--- src/rtl/lcmp_pkg.sv ---
// shared constants for the lossless context model and median predictor
// no dependencies; used by every module in rtl/
package lcmp_pkg;

    localparam int DEF_TABLE_SIZE  = 256;
    localparam int DEF_SAMPLE_BITS = 16;
    localparam int NUM_TABLES      = 5;

    // fixed field widths of the item ports
    localparam int FIELD_W = 16;
    localparam int SEL_W   = 3;
    localparam int TIDX_W  = 8;
    localparam int CTX_W   = 19;

    // entry whose contents switch between three and five tables
    localparam int MID_ENTRY = 127;

    // command codes
    localparam logic CMD_COMPUTE = 1'b0;
    localparam logic CMD_WRITE   = 1'b1;

    // table select codes that carry the mid-entry flags
    localparam logic [SEL_W-1:0] SEL_TABLE3 = 3'd3;
    localparam logic [SEL_W-1:0] SEL_TABLE4 = 3'd4;

endpackage

--- src/rtl/lcmp_qbank.sv ---
// one quantization table bank: single write port, single registered read port
// depends on lcmp_pkg for the default depth and entry width
module lcmp_qbank
    import lcmp_pkg::*;
#(
    parameter int TABLE_SIZE = DEF_TABLE_SIZE
)
(
    input  logic                          clk,
    input  logic                          wr_en,
    input  logic [$clog2(TABLE_SIZE)-1:0] wr_addr,
    input  logic [FIELD_W-1:0]            wr_data,
    input  logic                          rd_en,
    input  logic [$clog2(TABLE_SIZE)-1:0] rd_addr,
    output logic [FIELD_W-1:0]            rd_data
);

    logic [FIELD_W-1:0] mem [TABLE_SIZE];
    logic [FIELD_W-1:0] rd_data_reg;

    always_ff @(posedge clk)
    begin
        if (wr_en)
        begin
            mem[wr_addr] <= wr_data;
        end
    end

    always_ff @(posedge clk)
    begin
        if (rd_en)
        begin
            rd_data_reg <= mem[rd_addr];
        end
    end

    assign rd_data = rd_data_reg;

endmodule

--- config.mk ---
export PLATFORM = sky130hd
export DESIGN_NAME = lcmp_qbank
export DESIGN_NICKNAME = d
export VERILOG_FILES = /design/src/rtl/lcmp_pkg.sv /design/src/rtl/lcmp_qbank.sv
export SDC_FILE = /design/constraint.sdc
export NUM_CORES = 2
export LEC_CHECK = 0
export BUFFER_PORTS_ARGS = -buffer_cell sky130_fd_sc_hd__buf_2
export CAP_MARGIN = 20
export CORE_UTILIZATION = 30
export CTS_BUF_LIST = sky130_fd_sc_hd__clkbuf_4 sky130_fd_sc_hd__clkbuf_8 sky130_fd_sc_hd__clkbuf_16
export CTS_CLUSTER_SIZE = 14
export DETAILED_ROUTE_END_ITERATION = 8
export GPL_ROUTABILITY_DRIVEN = 0
export PLACE_DENSITY = 0.42
export SLEW_MARGIN = 40
export SYNTH_ARGS = -nofsm -noshare
export SYNTH_HDL_FRONTEND = slang
export SYNTH_SLANG_ARGS = --single-unit
--- constraint.sdc ---
create_clock -name clk -period 3.84 [get_ports clk]
set_input_delay 0.768 -clock clk [delete_from_list [all_inputs] [get_ports clk]]
set_output_delay 0.768 -clock clk [all_outputs]
set_load 0.01 [all_outputs]
; Word-level counts from Yosys, hierarchy flattened
; Memories as Yosys holds them, arrays and structs flattened. A register that Yosys moved wholly into a read port is not among the register bits.
; Cells that the tools add are included.
[word_totals]
memories = 1
ff_bits = 0
ramBits = 4096
latch_bits = 0
rom_bits = 0
output_inout_bits = 16
[memory_table]
columns = memory, depth, width, rd, rd_ports_with_merged_regs, write_ports, line
row1 = mem, 256, 16, 1, 1, 1, lcmp_qbank.sv:18  ; logic [FIELD_W-1:0] mem [TABLE_SIZE];
[op_classes]
n_shift = 0
n_bitwise = 0
n_lt_le_gt_ge = 0
reduce_logical = 0
div = 0
mul = 0
add_sub_neg = 0
eq_ne = 0
muxes = 2
[op_table]
columns = cell, n
row1 = 1-bit two-way mux, 2

; Depth between registers and ports, before layout
[logic_depth]
depth_word = 2
depth_mapped = 12
mapped_depth_nobuf = 6

; Least setup slack after synthesis
; Ideal clock, no wire load.
[synth_timing]
path_type = input to register
from = input port rd_addr[0]
to = register rd_data_reg[4] (netlist: rd_data[4]) (read register of mem) (data pin)
stages = 8
slack_ns = 0.823
t_required_ns = 3.575
t_arrival_ns = 2.752
path_buffers = 3
path_cell_list = buf_6 -> buf_6 -> buf_2 -> mux4_2 -> mux4_2 -> a22o_1 -> o32ai_2 -> nor4_2
[synth_rtl]
columns = item, line
row1 = start: declaration, lcmp_qbank.sv:14  ; input logic [$clog2(TABLE_SIZE)-1:0] rd_addr,
row2 = end: declaration, lcmp_qbank.sv:19  ; logic [FIELD_W-1:0] rd_data_reg;

==> flow_metrics.env <==
export IMPL_status="complete, but fails checks"
export IMPL_violations="antenna rules"
export IMPL_ctsLongestPathBuffers=4
export IMPL_cp_data_arrival_time_ns=4.18
export IMPL_route_antenna_remaining_nets=1
export IMPL_worst_r2r_path_depth=6
export IMPL_wire_per_inst_um=31.70
export IMPL_syn_inst=7360
export IMPL_worst_r2r_setup_slack_ns=0.71
export IMPL_pwr_density_cell_mw_per_mm2=518.3
export IMPL_critPathCaptureType="register"
export IMPL_setup_viol=0
export IMPL_synth_seq_area_share_pct=77.72
export IMPL_synth_edff_count=4112
export IMPL_drtIter0Drc=7894
export IMPL_cts_root_buf="sky130_fd_sc_hd__clkbuf_16"
export IMPL_global_route_usage_total_pct=18.40
export IMPL_grt_pass1_wl_um=686500
export IMPL_synth_xor_area_share_pct=0
export IMPL_remaining_drc_errors=0
export IMPL_yosysUniqueCellTypes=51
export IMPL_cts_resized=0
export IMPL_origin_of_the_worst_setup_path="rd_addr[0]"
export IMPL_clkTransAtPathRegs_ns=0.06
export IMPL_port_buffer_cells=50
export IMPL_drt_vias_per_instance=5.066
export IMPL_cp_start_kind="input port"
export IMPL_synth_simple_gate_area_share_pct=1.573
export IMPL_grt_overflow_total=0
export IMPL_timing_hold_worst_path_depth=1
export IMPL_max_cap_violations=0
export IMPL_synth_compound_gate_area_share_pct=3.534
export IMPL_total_power_mw=98.64
export IMPL_die_height_um=729.7
export IMPL_fmax_mhz=294.4
export IMPL_first_global_vias=81860
export IMPL_cts_tree="built"
export IMPL_min_delay_path_class="input port to register"
export IMPL_grt_max_degree=101
export IMPL_fin_nets=8408
export IMPL_finish_instance_area_mm2=0.1903
export IMPL_tritonroute_pass_1_iters=5
export IMPL_yosys_most_used_dff="sky130_fd_sc_hd__edfxtp_1"
export IMPL_async_flop_share_pct=0
export IMPL_worstSetupEndpoint="rd_data[12]"
export IMPL_boundaryPins=51
export IMPL_largest_reg_flops=4096
export IMPL_detailedPlacementHpwl_um=318300
export IMPL_maxSlewHeadroom_pct=37.09
export IMPL_number_of_antenna_violations_at_the_first_check_in_global_routing=44
export IMPL_dieArea_mm2=0.5325
export IMPL_clock_tree_sinks=4112
export IMPL_detailed_place_area_mm2=0.1753
export IMPL_row_count=266
export IMPL_kind_of_critical_path="input port to register"
export IMPL_peakVddDrop_v=0.0003871
export IMPL_critical_path_reg2reg_endpoint="rd_data[13]"
export IMPL_numCtsBuffers=448
export IMPL_core_area_mm2=0.5262
export IMPL_post_route_util_pct=36.17
export IMPL_p_leak_nw=60.87
export IMPL_synth_top_family_by_area="multiplexers"
export IMPL_yosysWarnings=0
export IMPL_die_width_um=729.7
export IMPL_cp_required_ns=4.62
export IMPL_start_util_pct=30.19
export IMPL_post_cts_repair_setup_buffers=0
export IMPL_ys_seq_elements=4112
export IMPL_worst_r2r_startpoint="mem[27][13]"
export IMPL_critical_path_max_fanout=25
export IMPL_layout_area_overhead_vs_synth_pct=19.80
export IMPL_clock_latency_of_the_later_clocked_register_in_the_worst_skew_pair_ns=1.04
export IMPL_htree_levels=5
export IMPL_final_max_slew_viol_count=0
export IMPL_timing_final_crit_share_pct=88.45
export IMPL_unrepaired_setup_endpoints_after_global_routing="false"
export IMPL_yosys_mux_area_fraction_pct=15.48
export IMPL_syn_num_nets=7395
export IMPL_final_layout_size_suffix_gt1_share_pct=32.40
export IMPL_postSynthAreaPerCell_um2=21.59
export IMPL_synth_fa_ha_area_share_pct=0
export IMPL_overall_via_count_from_detail_route=79710
export IMPL_totalWireLength_um=498900
export IMPL_final_period_minus_worst_setup_slack_ns=3.397
export IMPL_syn_area_mm2=0.1589
export IMPL_final_hold_vio_count=0
export IMPL_worst_slew_pin_slew_ns=0.9436
export IMPL_clock_skew_final_ns=0.1105
==> per-stage QoR <==
stage | hold slack, ns | worst slack (ns) | TNS [ns] | cells
finish | 0.1047 | 0.4435 | 0 | 15740
global placement | 1.078 | -1.367 | -12.50 | 14880
global route | 0.03166 | 0.5019 | 0 | 15720
detailed placement | 1.093 | -0.6132 | -6.087 | 14890
floorplan | 0.8669 | 0.8231 | 0 | 7360
CTS | 0.02409 | 0.5311 | 0 | 15720
==> worst max-delay path, stage by stage <==
cell	delay, ns
sky130_fd_sc_hd__buf_12	0.21
sky130_fd_sc_hd__buf_12	0.19
sky130_fd_sc_hd__buf_4	0.23
sky130_fd_sc_hd__buf_12	0.19
sky130_fd_sc_hd__buf_12	0.22
sky130_fd_sc_hd__buf_4	0.22
sky130_fd_sc_hd__mux2_2	0.17
sky130_fd_sc_hd__a221oi_1	0.12
sky130_fd_sc_hd__o21ai_0	0.29
sky130_fd_sc_hd__nand4_1	0.52
sky130_fd_sc_hd__or3_1	0.65
sky130_fd_sc_hd__nor4_1	0.26
==> cells in the final DEF, fill, tap and decap left out, drive strengths merged, types with 38 or more instances in the layout <==
cell type / n
nor2: 304
o22ai: 148
mux4: 797
bufinv: 50
clkinv: 212
edfxtp: 4112
o221ai: 253
buf: 1013
nor3: 92
mux2i: 565
a21oi: 175
a22oi: 43
clkbuf: 546
nand2: 38
o21ai: 38
mux2: 88
==> worst min-delay path by stage <==
stage | slack (ns) | end | startpoint
5_1_grt | 0.03 | mem[25][6] | wr_data[6]
3_5_place_dp | 1.09 | mem[156][2] | wr_data[2]
4_1_cts | 0.02 | mem[146][2] | wr_data[2]
3_3_place_gp | 1.08 | mem[158][2] | wr_data[2]
6_report | 0.10 | mem[25][6] | wr_data[6]
2_1_floorplan | 0.87 | mem[0][0] | wr_data[0]
==> power breakdown <==
part	switching, mW	internal [mW]
combinational	3.46	2.02
clock	18.0	25.6
sequential	0.0851	49.5
==> cell usage after synthesis, types with 6 or more instances <==
master	number	area [um2]
sky130_fd_sc_hd__buf_1	27	101.4
sky130_fd_sc_hd__mux4_2	797	17950
sky130_fd_sc_hd__o32ai_1	20	175.2
sky130_fd_sc_hd__nand4_1	26	162.7
sky130_fd_sc_hd__o22ai_1	148	925.9
sky130_fd_sc_hd__nand3_1	35	175.2
sky130_fd_sc_hd__mux2i_1	565	5655
sky130_fd_sc_hd__buf_2	76	380.4
sky130_fd_sc_hd__edfxtp_1	4112	123500
sky130_fd_sc_hd__nand2_1	38	142.6
sky130_fd_sc_hd__a31oi_1	6	37.54
sky130_fd_sc_hd__mux2_2	88	991.0
sky130_fd_sc_hd__nor3_1	92	460.4
sky130_fd_sc_hd__o31ai_1	16	120.1
sky130_fd_sc_hd__nor2b_1	9	56.30
sky130_fd_sc_hd__nor2_1	304	1141
sky130_fd_sc_hd__buf_8	11	165.2
sky130_fd_sc_hd__nor4_1	17	106.4
sky130_fd_sc_hd__o221ai_1	252	2207
sky130_fd_sc_hd__a22oi_1	43	322.8
sky130_fd_sc_hd__and3_1	11	68.82
sky130_fd_sc_hd__buf_6	77	867.1
sky130_fd_sc_hd__o21ai_0	37	185.2
sky130_fd_sc_hd__a211oi_1	18	135.1
sky130_fd_sc_hd__buf_4	26	195.2
sky130_fd_sc_hd__clkbuf_1	230	863.3
sky130_fd_sc_hd__a22o_1	32	280.3
sky130_fd_sc_hd__a221oi_1	28	245.2
sky130_fd_sc_hd__a2111oi_0	6	52.55
sky130_fd_sc_hd__a21oi_1	175	875.8
==> layer usage <==
layer	global-route usage (%)	share of wire [%]
met5	0	0.021
met4	4.508	2.6
met3	2.939	5.4
met2	30.23	48
met1	25.58	44
==> cell type report <==
class	count	area (um2)
Antenna cell	15	37.54
Clock buffer	545	11990
Clock inverter	285	2915
Fill cell	48160	335900
Inverter	4	27.53
Multi-Input combinational cell	2792	33350
Sequential cell	4112	123500
Tap cell	6968	8718
Timing Repair Buffer	1015	9807
==> logic make-up after synthesis <==
kind of cell           Yosys count
AOI/OAI and AO/OA              786
and+or+nand+nor                556
DFF                           4112
muxes                         1450
buffers and inverters          456
==> timing repair <==
item	CTS	global route
endpoints found under the hold margin	3	0
hold buffers	1	0
setup endpoints to repair	0	0
No activity file was read; power rests on OpenSTA's default activity.
