$ cat config.mk
export PLATFORM = sky130hd
export DESIGN_NAME = lcmp_front
export DESIGN_NICKNAME = d
export VERILOG_FILES = /design/src/rtl/lcmp_pkg.sv /design/src/rtl/lcmp_front.sv
export SDC_FILE = /design/constraint.sdc
export NUM_CORES = 1
export LEC_CHECK = 0
export ABC_AREA = 1
export BUFFER_PORTS_ARGS = -buffer_cell sky130_fd_sc_hd__buf_2
export CORE_ASPECT_RATIO = 0.9
export CORE_UTILIZATION = 32
export DETAILED_ROUTE_END_ITERATION = 12
export SYNTH_ARGS = -nofsm -noshare
export SYNTH_HDL_FRONTEND = slang
export SYNTH_SLANG_ARGS = --single-unit
$ cat constraint.sdc
create_clock -name vclk -period 15.75
set_input_delay 3.15 -clock vclk [all_inputs]
set_output_delay 3.15 -clock vclk [all_outputs]
set_load 0.03 [all_outputs]
$ cat src/rtl/lcmp_pkg.sv
// shared constants for the lossless context model and median predictor
// no dependencies; used by every module in rtl/
package lcmp_pkg;

    localparam int DEF_TABLE_SIZE  = 256;
    localparam int DEF_SAMPLE_BITS = 16;
    localparam int NUM_TABLES      = 5;

    // fixed field widths of the item ports
    localparam int FIELD_W = 16;
    localparam int SEL_W   = 3;
    localparam int TIDX_W  = 8;
    localparam int CTX_W   = 19;

    // entry whose contents switch between three and five tables
    localparam int MID_ENTRY = 127;

    // command codes
    localparam logic CMD_COMPUTE = 1'b0;
    localparam logic CMD_WRITE   = 1'b1;

    // table select codes that carry the mid-entry flags
    localparam logic [SEL_W-1:0] SEL_TABLE3 = 3'd3;
    localparam logic [SEL_W-1:0] SEL_TABLE4 = 3'd4;

endpackage

$ cat src/rtl/lcmp_front.sv
// front end: sample sign extension, median prediction, table lookup indexes
// depends on lcmp_pkg for field widths and table count
module lcmp_front
    import lcmp_pkg::*;
#(
    parameter int TABLE_SIZE  = DEF_TABLE_SIZE,
    parameter int SAMPLE_BITS = DEF_SAMPLE_BITS
)
(
    input  logic signed [FIELD_W-1:0]                          left,
    input  logic signed [FIELD_W-1:0]                          top,
    input  logic signed [FIELD_W-1:0]                          top_left,
    input  logic signed [FIELD_W-1:0]                          top_right,
    input  logic signed [FIELD_W-1:0]                          left_left,
    input  logic signed [FIELD_W-1:0]                          top_top,
    output logic signed [FIELD_W-1:0]                          pred,
    output logic [NUM_TABLES-1:0][$clog2(TABLE_SIZE)-1:0]      idx
);

    localparam int IDX_W = $clog2(TABLE_SIZE);
    // samples use at most the field width
    localparam int SW    = (SAMPLE_BITS > FIELD_W) ? FIELD_W : SAMPLE_BITS;
    // working width holds the gradient and all differences
    localparam int EW    = FIELD_W + 2;

    logic signed [EW-1:0] l, t, lt, rt, ll, tt;
    logic signed [EW-1:0] grad, lo, hi, mid, med;
    logic signed [EW-1:0] d0, d1, d2, d3, d4;

    always_comb
    begin
        l  = {{(EW-SW){left[SW-1]}},      left[SW-1:0]};
        t  = {{(EW-SW){top[SW-1]}},       top[SW-1:0]};
        lt = {{(EW-SW){top_left[SW-1]}},  top_left[SW-1:0]};
        rt = {{(EW-SW){top_right[SW-1]}}, top_right[SW-1:0]};
        ll = {{(EW-SW){left_left[SW-1]}}, left_left[SW-1:0]};
        tt = {{(EW-SW){top_top[SW-1]}},   top_top[SW-1:0]};

        grad = l + t - lt;
        lo   = (l < grad) ? l : grad;
        hi   = (l < grad) ? grad : l;
        mid  = (hi < t) ? hi : t;
        med  = (lo > mid) ? lo : mid;

        d0 = l  - lt;
        d1 = lt - t;
        d2 = t  - rt;
        d3 = ll - l;
        d4 = tt - t;
    end

    // median lies between left and top, so it fits the field
    assign pred = med[FIELD_W-1:0];

    // index is the difference modulo the table size
    assign idx[0] = d0[IDX_W-1:0];
    assign idx[1] = d1[IDX_W-1:0];
    assign idx[2] = d2[IDX_W-1:0];
    assign idx[3] = d3[IDX_W-1:0];
    assign idx[4] = d4[IDX_W-1:0];

endmodule

* Word level (Yosys, flattened, before mapping)
Index checks and enable logic that the tools add are counted.
** Operators by class
- Add/subtract/negate cells :: 7
- $lt $le $gt $ge :: 3
- Multiplexer cells :: 4
** Operator list (count)
- two-way mux 18 bit :: 3
- subtractor 8 bit :: 5
- greater-than comparator 18 bit :: 1
- < comparator 16 x 18 -> 1 bit :: 1
- < comparator 18 x 16 -> 1 bit :: 1
- subtractor 17 x 16 -> 18 bit :: 1
- adder 16 x 16 -> 17 bit :: 1
- two-way mux 16 bit :: 1
** Word-level totals
- Bits in registers :: 0
- Input bits :: 96
- Output and inout bits :: 56
- Word-level logic and storage cells :: 14

* Longest topological paths before layout
- Depth after elaboration :: 8
- Gate-level depth with buffers :: 56
- Mapped depth without buffers :: 53

* Least setup slack after synthesis
Ideal clock, no wire load.
- Path kind :: input-to-output
- Start :: input left[0]
- End :: output pred[5]
- Arrival :: 10.159 ns
- Required time :: 12.600 ns
- Path slack :: 2.441 ns
- Cell stages on the path :: 49
- Path buffers :: 4
- Cell sequence :: inv_1 ha_1 inv_1 ha_1 fa_1 nand3_1 nand2_1 nand2_1 o211ai_1 a31oi_1 o21ai_1 a21boi_0 xor2_1 ha_1 nand2_1 inv_1 nand2_1 nand2_1 [13 not listed] nand3_2 buf_4 nand3_1 nand2_1 ha_1 nand2_1 nor2_1 a211oi_1 a21oi_1 o21ai_0 o211ai_1 xnor2_1 and2_1 clkbuf_1 inv_1 buf_4 nand3_1 nand2_1
** Between the ends
- Word-level cells in the longest chain between the ends :: 8
- Elaborated cells between the ends (all ways) :: 9
- Classes of those cells :: add/sub: 2; order compare: 3; mux: 4
** RTL lines
- from (decl) :: line lcmp_front.sv:10 : input logic signed [FIELD_W-1:0] left,
- adder 16 x 16 -> 17 bit :: line lcmp_front.sv:39 : grad = l + t - lt;
- subtractor 17 x 16 -> 18 bit :: line lcmp_front.sv:39
- < comparator 16 x 18 -> 1 bit :: line lcmp_front.sv:40, lcmp_front.sv:41
- two-way mux 18 bit :: line lcmp_front.sv:41 : hi = (l < grad) ? grad : l;
- < comparator 18 x 16 -> 1 bit :: line lcmp_front.sv:42 : mid = (hi < t) ? hi : t;
- two-way mux 18 bit :: line lcmp_front.sv:42
- greater-than comparator 18 bit :: line lcmp_front.sv:43 : med = (lo > mid) ? lo : mid;
- two-way mux 16 bit * :: line lcmp_front.sv:43
- to (decl) :: line lcmp_front.sv:16 : output logic signed [FIELD_W-1:0] pred,
Every way passes the cells marked *; elsewhere a longest branch is shown, timed or not.

* Worst setup path in the final report
- Start :: input top[1]
- End :: output pred[4]
** Between the ends
- Word-level cells in the longest chain between the ends :: 8
- Elaborated cells between the ends (all ways) :: 9
- Classes of those cells :: add/sub: 2; order compare: 3; mux: 4
** RTL lines
- from (decl) :: line lcmp_front.sv:11 : input logic signed [FIELD_W-1:0] top,
- adder 16 x 16 -> 17 bit :: line lcmp_front.sv:39
- subtractor 17 x 16 -> 18 bit :: line lcmp_front.sv:39
- < comparator 16 x 18 -> 1 bit :: line lcmp_front.sv:40, lcmp_front.sv:41
- two-way mux 18 bit :: line lcmp_front.sv:41
- < comparator 18 x 16 -> 1 bit :: line lcmp_front.sv:42
- two-way mux 18 bit :: line lcmp_front.sv:42
- greater-than comparator 18 bit :: line lcmp_front.sv:43
- two-way mux 16 bit * :: line lcmp_front.sv:43
Marked as above.

==> metrics.md <==
| Metric | Value |
|---|---|
| DRT Wirelength | `13210 um` |
| Critical path's most frequent cell | `nand2_1` |
| Crit Path Category | `in -> out` |
| Post-DR wirelength/cell | `12.43 um` |
| Crit-path max FO | `22` |
| Area leader, netlist | `ha_1` |
| Synthesized area | `4806 um2` |
| Top achievable clock speed | `67.04 MHz` |
| Hold WC Path Type | `in -> out` |
| Critical Path RT | `12600 ps` |
| Floorplan Core Area | `14710 um2` |
| Period minus WS final | `14920 ps` |
| Net count, final | `1088` |
| Global-route wire length before repair | `22800 um` |
| Post-route insts no fill | `1063` |
| Dpl cells | `1063` |
| Setup total negative slack | `0 ps` |
| Sw frac | `0.6803` |
| Status | `complete, no violations` |
| Routed Antenna Nets | `0` |
| Top Ports | `152` |
| Maximum vdd ir drop | `213.5 uV` |
| Largest net degree at the start of global routing | `23` |
| Most common cell in the netlist | `nand2_1` |
| CP startpoint | `top[1]` |
| Drt drc | `0` |
| Hold Vio Cnt, Final | `0` |
| Drt via density | `4.596` |
| Area grow syn2layout | `17.99%` |
| Row cnt | `42` |
| Setup bufs post-CTS | `0` |
| Post-Syn Nets | `964` |
| Setup violations, final | `0` |
| Worst Tran Pin Value | `481.0 ps` |
| Slowest stage delay, CP | `560 ps` |
| Crit share post-route | `0.9470` |
| Die Footprint | `15510 um2` |
| CP Launch Type | `input port` |
| Worst hold path startpoint | `top_right[0]` |
| Sequential share of power | `0` |
| Synth area leaders | `ha_1 27%, nand2_1 12%, inv_1 12%, fa_1 8.7%, xor2_1 6.9%` |
| Synth top cells by count | `160 x nand2_1, 151 x inv_1, 104 x ha_1, 66 x a21oi_1, 56 x o21ai_0` |
| Critical-path top delay cell | `fa_1` |
| DR WL met3 | `437 um` |
| Gr ovfl total | `0` |
| CP Capture Type | `output port` |
| Via count | `4886` |
| Starting Density | `0.3266` |
| RSZ-0062 raised after global routing | `no` |
| Synth warn | `0` |
| Chip Width | `131.2 um` |
| Final setup margin | `834.0 ps` |
| Final sequential cell count | `0` |
| Post-synth top area share | `0.2708` |
| Worst slew margin | `0.6759` |
| Drt pass-1 iters | `5` |
| Die Ht | `118.3 um` |
| Top sig layer | `met4` |
| Dpl hpwl | `11830 um` |
| I/O Buffers | `128` |
| Synthesized area per cell | `6.468 um2` |
| Worst EP arrival | `11770 ps` |
| Pwr Density | `204.9 nW/um2` |
| Combinational Power Share | `1.000` |
| Max-cap violations | `0` |
| Layout clock buffers | `0` |
| Clock power frac | `0` |
| Max-slew violations | `0` |
| Fraction of layout cells with a size suffix above 1 | `0.1988` |
| Detail Route met2 WL | `5875 um` |
| Register area share after synthesis | `0` |
| Dpl ws | `859.9 ps` |
| Sequential cell area | `0 um2` |
| Initial DRC Count | `226` |
| Antenna Cells | `0` |
| Psw | `0.7905 mW` |
| Met1 WL | `6796 um` |
| Total track usage | `0.1749` |
| Hold_buf cts | `0` |
| Antenna violations before repair | `0` |
| Leakage | `3.408 nW` |
| P_int | `0.3715 mW` |
| Post-synthesis cell type count | `37` |
| RD Place Congestion | `0.8450` |
| Vias in the first global route | `4759` |
| Post-synthesis instance total | `743` |
-- timing repair --
item,in CTS,in global routing
resized for setup,0,2
hold endpoints to repair,0,0
setup endpoints to repair,0,9
-- placed cells by master, fill, tap and decap left out, types with 2 or more instances in the layout --
master / instances
nand2_2: 11
nand3_1: 30
nor2_1: 18
a21o_1: 4
o211ai_1: 2
a211oi_1: 3
o21a_1: 2
inv_2: 2
nand4_1: 6
and2_1: 2
xnor2_1: 12
nor4_1: 3
buf_4: 6
buf_2: 128
nand3_2: 15
a31oi_1: 2
nor3_1: 5
nand2_4: 3
fa_1: 21
o21ai_0: 56
a21oi_1: 66
xor2_1: 38
inv_1: 151
nand2_1: 160
o21ai_1: 4
ha_1: 104
-- metal layers --
| metal | GRT usage | vias up |
|---|---|---|
| met1 | 0.2552 | 2145 |
| li1 | - | 2653 |
| met3 | 0.007293 | 8 |
| met4 | 0.01250 | 0 |
| met5 | 0 | - |
| met2 | 0.2939 | 80 |
-- kinds of logic after synthesis --
family	after synthesis	share of synthesized area
AO/OA/AOI/OAI	144	0.1593
XOR/XNOR	50	0.09112
adder cells (fa/ha/maj)	125	0.3582
buffers and inverters	165	0.1351
AND/OR/NAND/NOR	259	0.2562
-- power by group through the flow --
| stage | sequential, mW | clock, mW | combinational, mW |
|---|---|---|---|
| 3_5_place_dp | 0 | 0 | 1.16 |
| 6_report | 0 | 0 | 1.16 |
| 4_1_cts | 0 | 0 | 1.16 |
| 5_1_grt | 0 | 0 | 1.29 |
| 2_1_floorplan | 0 | 0 | 0.852 |
| 3_3_place_gp | 0 | 0 | 1.15 |
-- critical path, delay by kind of cell --
kind / cells / cell delay (ps)
AOI/OAI and AO/OA: 11 / 2210
buffers and inverters: 8 / 1150
adders and majority gates: 5 / 1730
and+or+nand+nor: 25 / 3130
xor gates and xnor gates: 2 / 340
-- cell type report --
type                            count  area, um2
Fill cell                        1659       9044
Inverter                          153      574.3
Multi-Input combinational cell    578       4163
Tap cell                          198      247.7
Timing Repair Buffer              134      685.7
-- final timing paths --
| path | endpoint | slack, ps | cells past startpoint |
|---|---|---|---|
| worst max-delay path | pred[4] | 830 | 51 |
| worst min-delay path | idx[16] | 6670 | 4 |
-- stage by stage --
| stage | hold slack [ps] | total power [mW] | util | area [um2] |
|---|---|---|---|---|
| 3_5_place_dp | 6672 | 1.156 | 0.3849 | 5664 |
| 4_1_cts | 6674 | 1.162 | 0.3849 | 5664 |
| 6_report | 6673 | 1.162 | 0.3854 | 5670 |
| 5_1_grt | 6724 | 1.292 | 0.3854 | 5670 |
| 2_1_floorplan | 6515 | 0.8516 | - | 4806 |
| 3_3_place_gp | 6674 | 1.152 | 0.3849 | 5664 |
No activity file was read; power rests on OpenSTA's default activity.
